==> src/rtl/tsfj_pkg.sv <==
// ----------------------------------------------------------------------------
// tsfj_pkg: shared types and constants of the three-stream frame joiner
// Table geometry, field widths, opcodes and the word passed front to back.
// ----------------------------------------------------------------------------
`default_nettype none
package tsfj_pkg;
   localparam int TableEntries = 16;
   localparam int HandleBits   = 16;
   localparam int SlotBits     = $clog2(TableEntries);
   localparam int CountBits    = $clog2(TableEntries + 1);
   localparam int QueueDepth   = 2;

   localparam logic [1:0] OP_VIDEO = 2'd0;
   localparam logic [1:0] OP_DEPTH = 2'd1;
   localparam logic [1:0] OP_POSE  = 2'd2;
   localparam logic [1:0] OP_TICK  = 2'd3;

   localparam logic CSR_DEPTH_REQUIRED = 1'b0;
   localparam logic CSR_STALE_TIMEOUT  = 1'b1;

   typedef struct packed {
      logic [1:0]            op;
      logic [31:0]           seq;
      logic [63:0]           stamp;
      logic [HandleBits-1:0] handle;
      logic [31:0]           now;
   } cmd_type;
endpackage
`default_nettype wire

==> src/rtl/tsfj_front.sv <==
// ----------------------------------------------------------------------------
// tsfj_front: command intake and queue
// Accepts request words and holds them in a short queue for the back end.
// ----------------------------------------------------------------------------
`default_nettype none
module tsfj_front (
   input  wire                   clock,
   input  wire                   reset,
   input  wire                   start,
   output logic                  busy,
   input  wire  [1:0]            req_op,
   input  wire  [31:0]           req_frame_seq,
   input  wire  [63:0]           req_capture_time_us,
   input  wire  [15:0]           req_payload_handle,
   input  wire  [31:0]           req_now_time,
   output logic                  q_valid,
   output tsfj_pkg::cmd_type     q_cmd,
   input  wire                   q_pop
);
   import tsfj_pkg::*;

   cmd_type   mem_ff [QueueDepth];
   logic      rd_ff, rd_in, wr_ff, wr_in;
   logic [1:0] cnt_ff, cnt_in;
   logic      push;

   assign busy    = (cnt_ff == 2'(QueueDepth));
   assign push    = start && !busy;
   assign q_valid = (cnt_ff != 2'd0);
   assign q_cmd   = mem_ff[rd_ff];

   // advance pointers and count
   always_comb begin
      rd_in  = rd_ff ^ q_pop;
      wr_in  = wr_ff ^ push;
      cnt_in = cnt_ff + 2'(push) - 2'(q_pop);
   end

   always_ff @(posedge clock) begin
      if (reset) begin
         rd_ff <= 1'b0; wr_ff <= 1'b0; cnt_ff <= 2'd0;
      end else begin
         rd_ff <= rd_in; wr_ff <= wr_in; cnt_ff <= cnt_in;
      end
   end

   // store the incoming word
   always_ff @(posedge clock) begin
      if (push) begin
         mem_ff[wr_ff] <= '{op: req_op, seq: req_frame_seq, stamp: req_capture_time_us,
                            handle: req_payload_handle[HandleBits-1:0], now: req_now_time};
      end
   end
endmodule
`default_nettype wire

==> config.mk <==
export PLATFORM = sky130hd
export DESIGN_NAME = tsfj_front
export DESIGN_NICKNAME = d
export VERILOG_FILES = /design/src/rtl/tsfj_pkg.sv /design/src/rtl/tsfj_front.sv
export SDC_FILE = /design/constraint.sdc
export NUM_CORES = 1
export LEC_CHECK = 0
export BUFFER_PORTS_ARGS = -buffer_cell sky130_fd_sc_hd__buf_2
export CORE_UTILIZATION = 55
export CTS_CLUSTER_DIAMETER = 200
export DETAILED_ROUTE_END_ITERATION = 8
export PLACE_DENSITY = 0.83
export SLEW_MARGIN = 25
export SYNTH_ARGS = -nofsm -noshare
export SYNTH_HDL_FRONTEND = slang
export SYNTH_SLANG_ARGS = --single-unit
==> constraint.sdc <==
create_clock -name clock -period 12.8 [get_ports clock]
set_clock_uncertainty 0.15 [all_clocks]
set_input_delay 0.64 -clock clock [delete_from_list [all_inputs] [get_ports clock]]
set_output_delay 0.64 -clock clock [all_outputs]
set_load 0.03 [all_outputs]
==> impl_metrics.ini, run 1 <==
[setup_path]
r2r-end = mem_ff[1][126]
r2r_start = cnt_ff[0]
slowest_stage = dfxtp_4
path_class = reg2out
reg2reg_depth = 4
endpoint_kind = output pin
cp_cell_sequence = buf_6, mux2_2, buf_2
arrival_ps = 2750
path_max_fanout = 87
critPathLaunchType = flip-flop
required_ps = 12010
regToRegSetupSlack_ps = 9940
max_stage_delay_ps = 860

[synthesis]
synth_area_sq_um = 10800
yosys.area_share.simple_pct = 0.3708
ys_top_cells_by_count = edfxtp_1, mux2_2, buf_6
synthArstFlopShare_pct = 0
synth_top_family_by_area = multiplexers
synth_mux_area_share_pct = 15.22
synthTopCellsByArea = edfxtp_1, mux2_2, buf_6, dfxtp_1, ha_1
synth_xor_area_share_pct = 0.2897
synth_cell_type_count = 15
synth_top_cell_area_share_pct = 81.20
synth_fp_nets = 629
synth-edff-count = 292
yosysWarningCount = 0
synth_top_area_cell = edfxtp_1
synth.avg_cell_area_sq_um = 22.73
syn_inst = 475
synth_fa_ha_area_share_pct = 0.4634
ys_ff_latch = 296
synth_compound_area_share_pct = 0
yosysSeqAreaShare_pct = 81.94
synthFlopType = edfxtp_1
yosysMostFrequentCell = edfxtp_1

[placement]
postPlaceCellArea_sq_um = 12490
dp_cells = 1019
io_buffers = 297
dp_hpwl_microns = 13310
gp_congestion = 0.7336

[timing]
period_needed_ps = 3543
rsz0062_at_grt = no
max_freq_mhz = 282.3
setup_viol_count_final = 0
setup_tns_ps = 0
slew-limit-headroom_pct = 37.18
slew_viol_final = 0
hold_viol_final = 0
finalCritPeriodShare_pct = 27.68
worstMarginPinSlew_ps = 942.2

[run]
drv_cap = 0

[global_routing]
grtUsageTotal_pct = 19.71
grt_pass1_wl_microns = 30090
grt_overflow = 0
antenna_found_initial = 2
gr-usage-met2_pct = 34.93
grt.busiest_layer = met2
grt_pass1_vias = 5758
grt_max_degree = 88
grtUsageMet3_pct = 4.913
grtUsageMet1_pct = 23.07

[hold_path]
holdPathStages = 1
hold_path.class = in2reg
hold_end = mem_ff[1][38]
holdCritStartpoint = req_payload_handle[6]

[floorplanning]
die_w_microns = 142.1
coreArea_sq_um = 18960
dieArea_sq_um = 20200
num_io_pins = 298
die_h_microns = 142.1
start_util_pct = 56.97
rows = 50

[detailed_routing]
detail-route-antenna-nets = 0
drt-initial-drc-count = 248
wl_microns = 20240
wl_per_cell_microns = 18.86
drc = 0
via_per_inst = 5.174
drtPass1Iterations = 4
vias = 5552

[clock_tree]
htreeDepth = 1
clk_pin_slew_ps = 60
insertion_delay_ps = 520
ctsResizeCount = 0
clockBufferDepth = 3
cts_setup_buffers = 0
cts.sinks = 296
cts_root_buf = clkbuf_16
cts_hold_repair.buffers = 0
cts_made_buffers = 29
cts_tree = done

[power]
peakVddDrop_mv = 0.1340
power_density_nw_per_um2 = 193.6
leakagePower_nw = 4.984

[cells_and_area]
fin_nets = 944
syn_to_final_growth_pct = 23.60
fin_cells = 1073
drive_gt1_share_pct = 59.68
stdcell_area_sq_um = 13350
n_fill_cell = 1231
final_util_pct = 70.42

[run_status]
status = complete, no violations
[report_power, final]
part	total, mW	internal [mW]	switching, mW
sequential	1.28	1.24	0.0401
clock	0.753	0.434	0.319
combinational	0.546	0.174	0.372
total	2.58	1.85	0.731
[flip-flops by register name, indices dropped and copies added, names as in the netlist]
name,count
mem_ff,292
cnt_ff,2
rd_ff,1
wr_ff,1
[worst max-delay path, delay by kind of cell, from the launching register on]
family                 cells  cell delay (ps)
flip-flops                 1              860
buffers and inverters      2              890
multiplexers               1              430
[cell type report]
| cell class | count | area, sq um | area share, % |
|---|---|---|---|
| tap | 260 | 325.3 | 2.437 |
| clock inverter | 13 | 80.08 | 0.5999 |
| inverter | 3 | 11.26 | 0.08436 |
| timing repair buffer | 300 | 1520 | 11.39 |
| sequential | 296 | 8852 | 66.32 |
| multi-input combinational | 160 | 1790 | 13.41 |
| clock buffer | 39 | 763.2 | 5.718 |
| antenna | 2 | 5.005 | 0.03750 |
[cells in the final DEF (no fill, tap or decap), drive strengths merged]
cell type  synthesis  final
and2               1      1
buf               16    300
bufinv             0      1
clkbuf             0     39
clkinv             0     12
dfxtp              4      4
diode              0      2
edfxtp           292    292
ha                 4      4
inv                3      3
mux2             146    146
nand2              1      1
nand2b             1      1
nor2               3      3
nor2b              1      1
or2                1      1
xnor2              1      1
xnor3              1      1
[worst max path at each step]
stage	from	end	slack, ps	depth (start not counted)
6_report	rd_ff	q_cmd[81]	9260	3
5_1_grt	rd_ff	q_cmd[81]	9080	3
2_1_floorplan	start	mem_ff[1][0]	7950	2
4_1_cts	rd_ff	q_cmd[81]	8900	3
3_5_place_dp	start	mem_ff[0][47]	9420	4
3_3_place_gp	rd_ff	q_cmd[133]	9510	3
[cell families (layout without fill, tap and decap cells)]
logic type | Yosys count | after routing
xor gates and xnor gates | 2 | 2
adders and majority gates | 4 | 4
buffers and inverters | 19 | 355
DFF | 296 | 296
muxes | 146 | 146
other | 0 | 2
and+or+nand+nor | 8 | 8
[layer usage]
metal / wire length (microns) / share of wire [%]
met2: 10390 / 51
met1: 7551 / 37
met3: 1645 / 8.1
met4: 652 / 3.2
met5: 0 / 0
[metrics by stage]
step	hold WS, ps	setup slack [ps]	power, mW
after detailed placement	478.9	9422	1.856
final	155.4	9257	2.584
after CTS	133.7	8904	2.607
after global placement	429.5	9507	1.834
after global routing	137.8	9077	2.678
after floorplan	382.1	7947	1.704
(Power assumes the default switching activity.)
==> run 2: changes to the inputs <==
- CORE_UTILIZATION: 55 -> 52
- PLACE_DENSITY: 0.83 -> 0.79
- clock period: 12.8 -> 3.5 ns (I/O delays scaled with it)
==> run 2 against run 1 <==
Global-route usage up 2.2 points. Cell area grew 13%. Power grew to 3.9 times the previous value. Via count up 12%. Utilization is 3.7 points higher. Critical endpoint is now q_cmd[92].
==> impl_metrics.ini, run 2 (same netlist as run 1, synthesis figures left out) <==
[run_status]
status = complete, no violations

[detailed_routing]
wl_per_cell_microns = 19.30
wl_microns = 23840
drt-initial-drc-count = 303
detail-route-antenna-nets = 0
vias = 6226
drc = 0
via_per_inst = 5.041
drtPass1Iterations = 4

[floorplanning]
coreArea_sq_um = 20300
die_w_microns = 146.1
rows = 52
dieArea_sq_um = 21350
start_util_pct = 53.20
num_io_pins = 298
die_h_microns = 146.1

[global_routing]
grt_overflow = 0
grt_max_degree = 94
grt_pass1_wl_microns = 36020
grtUsageTotal_pct = 21.95
antenna_found_initial = 1
grt_pass1_vias = 6811

[clock_tree]
cts_tree = done
cts.sinks = 296
cts_made_buffers = 29
cts_hold_repair.buffers = 148
clockBufferDepth = 3
ctsResizeCount = 0
insertion_delay_ps = 530
clk_pin_slew_ps = 60
cts_root_buf = clkbuf_16
cts_setup_buffers = 0
htreeDepth = 1

[placement]
gp_congestion = 0.7977
dp_hpwl_microns = 13310
io_buffers = 297
dp_cells = 1034

[cells_and_area]
largest-register = mem_ff
layout_commonest_cell = buf_2
fin_nets = 1097
largest_register_ffs = 292
syn_to_final_growth_pct = 39.32
fin_cells = 1235
n_fill_cell = 1134
top_regs = mem_ff x292, cnt_ff x2
final_cell_mix = buf_2, edfxtp_1, dlygate4sd3_1, mux2_2, clkbuf_16
drive_gt1_share_pct = 51.66

[timing]
holdWs_ps = 41.63
worstMarginPinSlew_ps = 733.4
slew_viol_final = 0
hold_viol_final = 0
slew-limit-headroom_pct = 51.11
rsz0062_at_grt = no
finalCritPeriodShare_pct = 69.41
setup_viol_count_final = 0
max_freq_mhz = 411.6
period_needed_ps = 2429

[setup_path]
critPathLaunchType = flip-flop
path_max_fanout = 54
cp_cell_sequence = buf_4, mux2_2, buf_2
slowest_stage = buf_4
arrival_ps = 2100
endpoint_kind = output pin
max_stage_delay_ps = 550
path_class = reg2out
required_ps = 3170

[power]
leakagePower_nw = 5.708
power_density_nw_per_um2 = 672.1
peakVddDrop_mv = 0.4992

[hold_path]
hold_path.class = in2reg

[run]
drv_cap = 0
## run 2: routing by layer
metal	vias to the layer above	global-route usage [%]	wire length, microns
li1	2832	-	-
met1	3066	25.22	8734
met2	261	40.91	12940
met3	67	4.125	1333
met4	0	7.656	825
met5	-	0	0
## run 2: power breakdown
group          switching (mW)  internal [mW]
Combinational            1.46          0.774
Sequential              0.133           4.54
Clock                    1.26           1.95
Total                    2.85           7.27
## run 2: stage by stage
stage | area [sq um] | setup slack [ps] | TNS [ps] | util, % | total power, mW
after CTS | 15040 | 1059 | 0 | 74.11 | 10.12
after floorplan | 10800 | -1175 | -343120 | - | 6.230
after global routing | 15050 | 986.4 | 0 | 74.12 | 10.46
final | 15050 | 1071 | 0 | 74.12 | 10.11
after global placement | 12580 | 1298 | 0 | 61.95 | 6.718
after detailed placement | 12580 | 1185 | 0 | 61.95 | 6.811
## run 2: layout make-up
class | instances | area [sq um] | share of cell area, %
Antenna cell | 1 | 2.502 | 0.01663
Multi-Input combinational cell | 160 | 1790 | 11.90
Clock buffer | 32 | 737.0 | 4.898
Inverter | 3 | 11.26 | 0.07484
Timing Repair Buffer | 453 | 3065 | 20.37
Sequential cell | 296 | 8852 | 58.84
Tap cell | 270 | 337.8 | 2.245
Clock inverter | 20 | 249.0 | 1.655
## run 2: critical path, delay by kind of cell, from the launching register on
kind	cells	cell delay [ps]
flip-flops	1	350
multiplexers	1	430
buffers and inverters	2	730
## run 2: final timing paths
path / startpoint / slack (ps) / end / cells after the start
max reg2reg: cnt_ff[0] / 1190 / mem_ff[0][124] / 4
max: rd_ff / 1070 / q_cmd[92] / 3
min reg2reg: cnt_ff[0] / 500 / cnt_ff[0] / 2
min: start / 40 / wr_ff / 4
